File: config.mk
export PLATFORM = sky130hd
export DESIGN_NAME = split_graph_edge_generator
export DESIGN_NICKNAME = d
export VERILOG_FILES = /design/src/rtl/sge_pkg.sv /design/src/rtl/sge_decode.sv /design/src/rtl/split_graph_edge_generator.sv
export SDC_FILE = /design/constraint.sdc
export NUM_CORES = 1
export LEC_CHECK = 0
export BUFFER_PORTS_ARGS = -buffer_cell sky130_fd_sc_hd__buf_2
export CORE_MARGIN = 5
export CORE_UTILIZATION = 45
export CTS_BUF_LIST = sky130_fd_sc_hd__clkbuf_4
export DETAILED_ROUTE_END_ITERATION = 10
export GPL_TIMING_DRIVEN = 0
export PLACE_DENSITY = 0.67
export SKIP_LAST_GASP = 1
export SYNTH_ARGS = -nofsm -noshare
export SYNTH_HDL_FRONTEND = slang
export SYNTH_SLANG_ARGS = --single-unit
File: constraint.sdc
create_clock -name aclk -period 6 [get_ports aclk]
set_input_delay 0.6 -clock aclk [delete_from_list [all_inputs] [get_ports aclk]]
set_output_delay 0.6 -clock aclk [all_outputs]
set_load 0.005 [all_outputs]
File: src/rtl/sge_pkg.sv
`default_nettype none

package sge_pkg;

    localparam int INDEX_BITS = 24;
    localparam int WEIGHT_BITS = 32;

    typedef logic [INDEX_BITS-1:0] node_t;
    typedef logic [WEIGHT_BITS-1:0] weight_t;

    typedef enum logic [1:0] {
        RES_DOMINANT = 2'd0,
        RES_FIRST    = 2'd1,
        RES_SECOND   = 2'd2
    } res_idx_t;

    typedef struct packed {
        node_t    src;
        node_t    tgt_rev;
        node_t    tgt_prev;
        node_t    tgt_next;
        res_idx_t last_idx;
        logic     bad;
    } plan_t;

    localparam weight_t UNIT_WEIGHT = weight_t'(1);
    localparam weight_t WEIGHT_RESET = '1;

endpackage

`default_nettype wire

File: src/rtl/sge_decode.sv
`default_nettype none

module sge_decode (
    input  wire sge_pkg::node_t edge_index,
    input  wire sge_pkg::node_t edge_position,
    input  wire sge_pkg::node_t vertex_degree,
    input  wire sge_pkg::node_t reverse_edge,
    output sge_pkg::plan_t      plan
);

    sge_pkg::node_t deg_m1;
    logic           bad;
    logic           pos_first;
    logic           pos_last;

    always_comb begin
        deg_m1    = vertex_degree - sge_pkg::node_t'(1);
        bad       = (edge_position >= vertex_degree);
        pos_first = (edge_position == '0);
        pos_last  = (edge_position == deg_m1);

        plan.src     = edge_index;
        plan.tgt_rev = reverse_edge;
        plan.bad     = bad;
        // previous node of the cycle, also the sibling for degree two
        plan.tgt_prev = pos_first ? (edge_index + deg_m1)
                                  : (edge_index - sge_pkg::node_t'(1));
        plan.tgt_next = pos_last ? (edge_index - deg_m1)
                                 : (edge_index + sge_pkg::node_t'(1));

        priority if (bad || vertex_degree == sge_pkg::node_t'(1)) begin
            plan.last_idx = sge_pkg::RES_DOMINANT;
        end else if (vertex_degree == sge_pkg::node_t'(2)) begin
            plan.last_idx = sge_pkg::RES_FIRST;
        end else begin
            plan.last_idx = sge_pkg::RES_SECOND;
        end
    end

endmodule

`default_nettype wire

File: src/rtl/split_graph_edge_generator.sv
// an item waits in the plan register; each of its results is then registered
// an item gives 1, 2 or 3 results, one per cycle while m_ready stays high,
//   sent by the single result register
// a new item is taken while the previous one's last result is loaded
// reset (aresetn low, synchronous): channels empty, dominant weight all ones
`default_nettype none

module split_graph_edge_generator (
    input  wire                   aclk,
    input  wire                   aresetn,
    input  wire                   cfg_we,
    input  wire sge_pkg::weight_t cfg_wdata,
    input  wire                   s_valid,
    output logic                  s_ready,
    input  wire sge_pkg::node_t   s_edge_index,
    input  wire sge_pkg::node_t   s_edge_position,
    input  wire sge_pkg::node_t   s_vertex_degree,
    input  wire sge_pkg::node_t   s_reverse_edge,
    output logic                  m_valid,
    input  wire                   m_ready,
    output sge_pkg::node_t        m_split_source,
    output sge_pkg::node_t        m_split_target,
    output sge_pkg::weight_t      m_edge_weight,
    output logic                  m_last_of_run,
    output logic                  m_bad_position
);

    sge_pkg::weight_t  weight_reg;
    sge_pkg::plan_t    plan_next;
    sge_pkg::plan_t    plan_reg;
    logic              hold_valid_reg;
    sge_pkg::res_idx_t idx_reg;
    logic              out_valid_reg;
    sge_pkg::node_t    src_reg;
    sge_pkg::node_t    tgt_reg;
    sge_pkg::weight_t  wgt_reg;
    logic              last_reg;
    logic              bad_reg;

    logic              load;
    logic              is_last;
    sge_pkg::node_t    tgt_next;
    sge_pkg::weight_t  wgt_next;

    sge_decode u_decode (
        .edge_index    (s_edge_index),
        .edge_position (s_edge_position),
        .vertex_degree (s_vertex_degree),
        .reverse_edge  (s_reverse_edge),
        .plan          (plan_next)
    );

    always_comb begin
        load    = hold_valid_reg && (!out_valid_reg || m_ready);
        is_last = (idx_reg == plan_reg.last_idx);
        s_ready = !hold_valid_reg || (load && is_last);
        unique case (idx_reg)
            sge_pkg::RES_DOMINANT: begin
                tgt_next = plan_reg.tgt_rev;
                wgt_next = weight_reg;
            end
            sge_pkg::RES_FIRST: begin
                tgt_next = plan_reg.tgt_prev;
                wgt_next = sge_pkg::UNIT_WEIGHT;
            end
            sge_pkg::RES_SECOND: begin
                tgt_next = plan_reg.tgt_next;
                wgt_next = sge_pkg::UNIT_WEIGHT;
            end
            default: begin
                tgt_next = plan_reg.tgt_rev;
                wgt_next = weight_reg;
            end
        endcase
    end

    always_ff @(posedge aclk) begin
        if (!aresetn) begin
            weight_reg     <= sge_pkg::WEIGHT_RESET;
            hold_valid_reg <= 1'b0;
            idx_reg        <= sge_pkg::RES_DOMINANT;
            out_valid_reg  <= 1'b0;
        end else begin
            if (cfg_we) begin
                weight_reg <= cfg_wdata;
            end
            if (s_valid && s_ready) begin
                hold_valid_reg <= 1'b1;
                plan_reg       <= plan_next;
            end else if (load && is_last) begin
                hold_valid_reg <= 1'b0;
            end
            if (load) begin
                idx_reg <= is_last ? sge_pkg::RES_DOMINANT
                                   : sge_pkg::res_idx_t'(idx_reg + 2'd1);
            end
            if (load) begin
                out_valid_reg <= 1'b1;
            end else if (m_ready) begin
                out_valid_reg <= 1'b0;
            end
        end
    end

    // result payload
    always_ff @(posedge aclk) begin
        if (load) begin
            src_reg  <= plan_reg.src;
            tgt_reg  <= tgt_next;
            wgt_reg  <= wgt_next;
            last_reg <= is_last;
            bad_reg  <= plan_reg.bad && (idx_reg == sge_pkg::RES_DOMINANT);
        end
    end

    assign m_valid        = out_valid_reg;
    assign m_split_source = src_reg;
    assign m_split_target = tgt_reg;
    assign m_edge_weight  = wgt_reg;
    assign m_last_of_run  = last_reg;
    assign m_bad_position = bad_reg;

endmodule

`default_nettype wire

# [Word-level counts from Yosys, hierarchy flattened]
# Cells that the tools add are included.
[totals] wordCells=52 input_bits=133 regBits=217
[op_classes] addsub=6 n_reduce_logical=15 muxes=9 eq_ne=6 n_lt_le_gt_ge=1
[ops] op="24-bit two-way mux" count=2
[ops] op="24-bit case mux with 2 select lines" count=1
[ops] op="24-bit by 1-bit subtractor with 24-bit output, second input constant" count=2
[ops] op="24-bit by 1-bit adder with 24-bit output, second input constant" count=1
[ops] op="24-bit adder" count=1
[ops] op="24-bit by 1-bit equality test with 1-bit output, second input constant" count=1
[ops] op="24-bit by 2-bit equality test with 1-bit output, second input constant" count=1
[ops] op="24-bit equality test" count=1
[ops] op="24-bit greater-or-equal comparator" count=1
[ops] op="24-bit logical NOT" count=1
[ops] op="24-bit subtractor" count=1
[ops] op="1-bit logical AND" count=4
[ops] op="1-bit two-way mux" count=4
[ops] op="2-bit two-way mux" count=2
[ops] op="2-bit nonzero test" count=2
[ops] op="1-bit logical OR" count=3
[ops] op="2-bit by 1-bit adder with 2-bit output, second input constant" count=1
[ops] op="2-bit by 1-bit equality test with 1-bit output, second input constant" count=1
[ops] op="2-bit equality test" count=1
[ops] op="2-bit equality test, second input constant" count=1
[ops] op="1-bit logical NOT" count=2
[ops] op="2-bit logical NOT" count=1
[ops] op="2-bit AND reduction" count=1
[ops] op="2-bit OR reduction" count=1

# [Depth between registers and ports, before layout]
# Gate-level depths: netlist (run 1).
[logic_depth] depth_word=7 mapped_depth=23

# [Cells and area by module]
# Synthesis (run 1) repeated with hierarchy kept, for this count alone.
[hier_totals] cells_unflattened=1086 area_unflattened_um2=12136.6
[modules_own_cells] mod="split_graph_edge_generator" cells_each=430 instances=1 area_per_inst_um2=7463.4
[modules_own_cells] mod="sge_decode" cells_each=656 instances=1 area_per_inst_um2=4673.2

# [Worst setup path before layout (run 1)]
# Ideal clock, no wire load.
[synth_path] kind="input -> register" startpoint="input s_vertex_degree[1]" endpoint="register plan_reg[25] in the netlist's numbering, data pin" cell_stages=20 setup_time_ns=0.258 n_path_buf=1 arrival_time_ns=5.074 setup_slack_ns=0.669 cell_sequence="inv_1 -> ha_1 -> or3b_2 -> nor4_4 -> o311a_1 -> o2111ai_1 -> nor4_1 -> nand4_4 -> buf_6 -> nor2_2 -> ha_1 -> o21a_1 -> o21a_1 -> and3_1 -> a2111oi_0 -> o31ai_1 -> a221oi_1 -> o211ai_1 -> a21oi_1 -> xnor2_1"
[synth_rtl] item="start, declared" line_no="split_graph_edge_generator.sv:17" source="input wire sge_pkg::node_t s_vertex_degree,"
[synth_rtl] item="end signal, assigned" line_no="split_graph_edge_generator.sv:89" source="plan_reg <= plan_next;"
[synth_rtl] item="end, declared" line_no="split_graph_edge_generator.sv:30" source="sge_pkg::plan_t plan_reg;"

==> run_results.csv, run 1 <==
group,metric,value,unit
cts,cts_buffer_depth,3,
synthesis,synth-compound-area-share,0.116,
die,die-area,0.0298,mm^2
cts,cts_root_buffer,"clkbuf_4",
finish,drive_above_1_share,0.258,
setup_path,slowest_stage,"or3b_2",
synthesis,synthMuxAreaShare,0.0295,
setup_path,cp_cell_sequence,"buf_2 > inv_1 > ha_1 > or3b_2 > nor4_4 > nor2_1 > a2111oi_1 > o2111a_2 > nand4_4 > buf_6 > nor2_1 > ha_1 > a21o_1 > a21oi_1 > o21ai_0 > a2111oi_2 > o31ai_1 > a221oi_2 > o211ai_1 > a21oi_1 > xnor2_1",
drt,post_drt_wl_per_cell,17.4,um
run_status,status,"complete, no violations",
synthesis,syn_area,0.0119,mm^2
sta,worstMarginPinSlew,0.717,ns
drt,drt_iter0_drc,467,
sta,skew,0.0582,ns
setup_path,end_kind,"flop",
power_and_ir_drop,powerDensity,240,mW/mm^2
finish,final_nets,1525,
setup_path,critPathRequiredTime,6.39,ns
synthesis,synthAdderAreaFrac,0.0834,
synthesis,ys_ff_latch,217,
placed_design,dp_slack,-1.02,ns
drt,vias,8894,
die,coreArea,0.0261,mm^2
grt,antenna_found_initial,5,
sta,maxSlewHeadroom,0.522,
synthesis,yosys_warnings,0,
flow_run,maxCapViolations,0,
power_and_ir_drop,peakVddDrop,0.000163,V
drt,drc,0,
sta,slew_viol_final,0,
grt,groute.usage.overall,0.193,
synthesis,synth_cell_types,74,
setup_path,timing.rr.end,"plan_reg[40]",
finish,area_growth_syn_to_layout,18.9,%
placed_design,port_buffers,209,
setup_path,reg2reg_depth,6,
placed_design,gp_congestion,0.904,
sta,finalSetupTns,0,ns
setup_path,crit_cells,21,
sta,finalHoldViolCount,0,
sta,worst_slack,0.256,ns
setup_path,critPathTopFamily,"compound AO/OA/AOI/OAI gates",
power_and_ir_drop,leakage,5.68,nW
grt,globalRouteOverflowTotal,0,
placed_design,dp_hpwl,23200,um
synthesis,synth.avg_cell_area,11.3,um^2
sta,max_freq,174,MHz
sta,finalSetupViolCount,0,
setup_path,path_class,"in2reg",
synthesis,synthFlopType,"edfxtp_1",
setup_path,crit_buf_inv,3,
drt,drt_pre_antenna_iters,5,
setup_path,endpoint,"plan_reg[25]",
setup_path,cp-startpoint,"s_vertex_degree[0]",
grt,grt_pass1_wl,46700,um
synthesis,synthSimpleGateAreaFrac,0.161,
cts,clk_pin_slew,0.06,ns
synthesis,yosysSeqAreaShare,0.518,
cts,tritoncts,"done",
setup_path,crit_path_max_fanout,10,
cts,htreeDepth,2,
die,initial_utilization,0.456,
synthesis,synth_cells,1048,
setup_path,arrival,6.13,ns
die,die_h,173,um
setup_path,rrSetupSlack,3.71,ns
die,row_count,59,
synthesis,synth_top_family_by_area,"simple AND/OR/NAND/NOR gates",
finish,largest_reg_flops,99,
setup_path,startpoint_type,"primary input",
cts,clk_latency,0.64,ns
sta,fin_crit_sh,0.957,
die,io_pins,217,
cts,clock_sinks,217,
finish,layout.cells.most_common,"buf_2",
setup_path,slowest_delay,0.60,ns
synthesis,postSynth.asyncResetShare,0,
drt,vias_per_cell,5.26,
grt,grt_max_degree,59,
setup_path,reg2reg_from,"idx_reg[0]",
synthesis,synth.net_count,1259,
sta,finalCriticalPeriod,5.74,ns
synthesis,synth_edf_count,181,
grt,first_global_vias,8978,
cts,cts_buffers,52,
finish,final_cell_mix,"buf_2 (210), edfxtp_1 (181), nor2_1 (80), nand2_1 (76), ha_1 (76)",
die,die_w,173,um
worst_hold_path,hold_class,"in2reg",
sta,rsz0062_at_grt,"no",
drt,wirelength,29400,um
drt,ant_nets,0,
synthesis,synth_xor_xnor_area_share,0.0602,
Yosys cell counts (12+ instances only):
| cell | count | share of area |
|---|---|---|
| edfxtp_1 | 181 | 0.46 |
| xor2_1 | 17 | 0.013 |
| nand2_1 | 76 | 0.024 |
| clkbuf_1 | 19 | 0.0060 |
| nor4_1 | 13 | 0.0068 |
| nor2b_1 | 40 | 0.021 |
| o21ai_0 | 27 | 0.011 |
| a22oi_1 | 24 | 0.015 |
| nor3_1 | 20 | 0.0084 |
| ha_1 | 76 | 0.080 |
| xnor2_1 | 59 | 0.043 |
| inv_1 | 59 | 0.019 |
| dfxtp_1 | 36 | 0.061 |
| o21a_1 | 12 | 0.0076 |
| mux2i_1 | 35 | 0.029 |
| nand3_1 | 16 | 0.0067 |
| nor2_1 | 80 | 0.025 |
| a21oi_1 | 72 | 0.030 |
| or3_1 | 17 | 0.0089 |
| a21o_1 | 17 | 0.011 |
per-layer routing:
metal,share of wire,track usage
met1,0.44,0.260
met2,0.47,0.314
met3,0.063,0.0397
met4,0.021,0.0565
met5,0.0022,0
through the flow:
stage          instances   util  hold WS [ns]  area, um^2  power (mW)
6_report            1691  0.542         0.133       14100        3.39
5_1_grt             1691  0.542        0.0798       14100        3.58
4_1_cts             1689  0.540        0.0560       14100        3.43
3_5_place_dp        1594  0.515         0.405       13400        2.32
3_3_place_gp        1592  0.512         0.401       13300        2.31
2_1_floorplan       1048      -         0.400       11900        2.11
power by group:
part	switching, mW	leakage, nW	total [mW]	internal, mW
combinational	0.304	3.32	0.509	0.205
sequential	0.0254	1.98	1.78	1.75
clock	0.544	0.376	1.10	0.557
area by class of cell:
class | count | area, um^2
Fill cell | 2329 | 11900
Timing Repair Buffer | 212 | 1110
Buffer | 31 | 166
Antenna cell | 1 | 2.50
Sequential cell | 217 | 6160
Clock buffer | 71 | 533
Multi-Input combinational cell | 741 | 5410
Inverter | 59 | 224
Clock inverter | 24 | 109
Tap cell | 335 | 419
how the worst min path moves through the flow:
stage | start | end | slack, ns | cells past startpoint
after global placement | plan_reg[75] | m_split_source[0] | 0.40 | 0
final | s_reverse_edge[23] | plan_reg[74] | 0.13 | 1
after detailed placement | plan_reg[85] | m_split_source[10] | 0.40 | 0
after global routing | s_reverse_edge[23] | plan_reg[74] | 0.08 | 1
after floorplan | plan_reg[75] | m_split_source[0] | 0.40 | 0
after CTS | s_reverse_edge[23] | plan_reg[74] | 0.06 | 1
cells by family after synthesis:
group	after synthesis
mux	35
simple gates	340
compound gates	210
fa+ha+maj	78
buf+inv	90
flops	217
xor+xnor	78
timing repair:
| item | 4_1_cts | 5_1_grt |
|---|---|---|
| pin swaps | 0 | 1 |
| setup buffers | 0 | 1 |
| hold buffers | 0 | 0 |
| setup endpoints to repair | 2 | 4 |
| hold endpoints to repair | 0 | 0 |
| gates resized for setup | 4 | 7 |
(Power assumes the default switching activity.)
==> run 2, diff against run 1 <==
Settings changed: GPL_TIMING_DRIVEN 0 to not set.
==> run_results.csv, run 2 (same netlist as run 1, synthesis figures left out) <==
group,metric,value,unit
sta,skew,0.0470,ns
die,die-area,0.0298,mm^2
finish,largest_reg_flops,99,
die,row_count,59,
grt,antenna_found_initial,5,
sta,finalCriticalPeriod,5.30,ns
worst_hold_path,hold_class,"in2reg",
run_status,status,"complete, no violations",
setup_path,slowest_stage,"a2111oi_0",
setup_path,startpoint_type,"primary input",
cts,clock_sinks,217,
finish,fillers,2320,
cts,clk_latency,0.63,ns
sta,maxSlewHeadroom,0.339,
sta,worstMarginPinSlew,0.991,ns
setup_path,path_class,"in2reg",
die,die_w,173,um
placed_design,gp_congestion,0.928,
grt,groute.usage.overall,0.198,
drt,wirelength,30500,um
cts,htreeDepth,2,
drt,drc,0,
drt,post_drt_wl_per_cell,17.9,um
die,initial_utilization,0.456,
finish,stdcell_count,1700,
drt,ant_nets,0,
power_and_ir_drop,peakVddDrop,0.000156,V
cts,postCtsSetupRepairBufs,0,
grt,globalRouteOverflowTotal,0,
setup_path,critPathRequiredTime,6.36,ns
drt,vias_per_cell,5.30,
cts,cts_buffers,52,
sta,fin_worst_hold_slack,0.141,ns
finish,final_nets,1546,
finish,final_cell_mix,"buf_2 (216), edfxtp_1 (181), nor2_1 (80), nand2_1 (76), ha_1 (75)",
setup_path,crit_buf_inv,6,
sta,finalSetupViolCount,0,
setup_path,end_kind,"flop",
sta,max_freq,189,MHz
sta,slew_viol_final,0,
drt,drt_iter0_drc,511,
sta,finalHoldViolCount,0,
power_and_ir_drop,leakage,5.79,nW
sta,rsz0062_at_grt,"no",
die,die_h,173,um
finish,drive_above_1_share,0.282,
cts,tritoncts,"done",
drt,drt_pre_antenna_iters,5,
grt,grt_pass1_wl,48300,um
placed_design,dp_hpwl,23400,um
sta,finalSetupTns,0,ns
placed_design,placed_cells,1616,
setup_path,slowest_delay,0.45,ns
sta,fin_crit_sh,0.884,
finish,layout.cells.most_common,"buf_2",
die,coreArea,0.0261,mm^2
cts,clk_pin_slew,0.07,ns
placed_design,port_buffers,216,
power_and_ir_drop,powerDensity,240,mW/mm^2
cts,cts_root_buffer,"clkbuf_4",
setup_path,critPathTopFamily,"compound AO/OA/AOI/OAI gates",
cts,ctsResizeCount,0,
die,io_pins,217,
drt,vias,9009,
cts,cts_buffer_depth,3,
finish,area_growth_syn_to_layout,19.5,%
cts,cts_hold_buf,0,
grt,first_global_vias,9101,
setup_path,arrival,5.67,ns
setup_path,crit_path_max_fanout,8,
grt,grt_max_degree,82,
flow_run,maxCapViolations,0,
run 2: cell types whose count changed in the layout (fill, tap and decap cells not counted), moves of 4 or more:
cell,delta
buf_2,+6
buf_4,+44
buf_6,-5
clkbuf_1,-19
clkinv_1,-9
clkinv_2,-4
run 2: final cells by class:
cell class	instances	area, um^2	share of cell area
multi-input cells	741	5350	0.376
inverters	59	223	0.0157
clock buffers	73	548	0.0386
repair buffers	264	1440	0.101
flip-flops and latches	217	6160	0.433
diodes	1	2.50	0.000176
clock inverters	10	67.6	0.00476
well taps	335	419	0.0295
run 2: power breakdown:
part           switching (mW)  internal, mW  leakage, nW
Combinational           0.299         0.206         3.45
Sequential             0.0261          1.75         1.98
Clock                   0.524         0.595        0.365
Total                   0.849          2.55         5.79
run 2: metal layers:
layer / up-vias / GRT usage / wire [um]
li1: 4489 / - / -
met1: 4157 / 0.268 / 13700
met2: 292 / 0.318 / 14000
met3: 63 / 0.0415 / 1840
met4: 8 / 0.0664 / 847
met5: - / 0 / 60
run 2: worst register-to-register path: cells and delay by family (launching register included):
| kind | cells | cell delay, ns |
|---|---|---|
| XOR/XNOR | 1 | 0.15 |
| buffers and inverters | 1 | 0.69 |
| flip-flops | 1 | 0.38 |
| AND/OR/NAND/NOR | 4 | 0.99 |
run 2: stage by stage:
stage	util	setup slack (ns)	total power, mW	area, um^2
finish	0.545	0.696	3.40	14200
global route	0.545	0.392	3.59	14200
CTS	0.545	0.811	3.46	14200
detailed placement	0.521	0.152	2.32	13600
global placement	0.521	0.269	2.31	13600
floorplan	-	0.669	2.11	11900
run 2: final timing paths:
kind | from | to | slack (ns) | depth (start not counted)
max reg2reg | plan_reg[2] | plan_reg[62] | 3.35 | 6
min | s_reverse_edge[17] | plan_reg[68] | 0.14 | 1
max | s_vertex_degree[1] | plan_reg[25] | 0.70 | 26
min reg2reg | plan_reg[80] | m_split_source[5] | 0.42 | 0
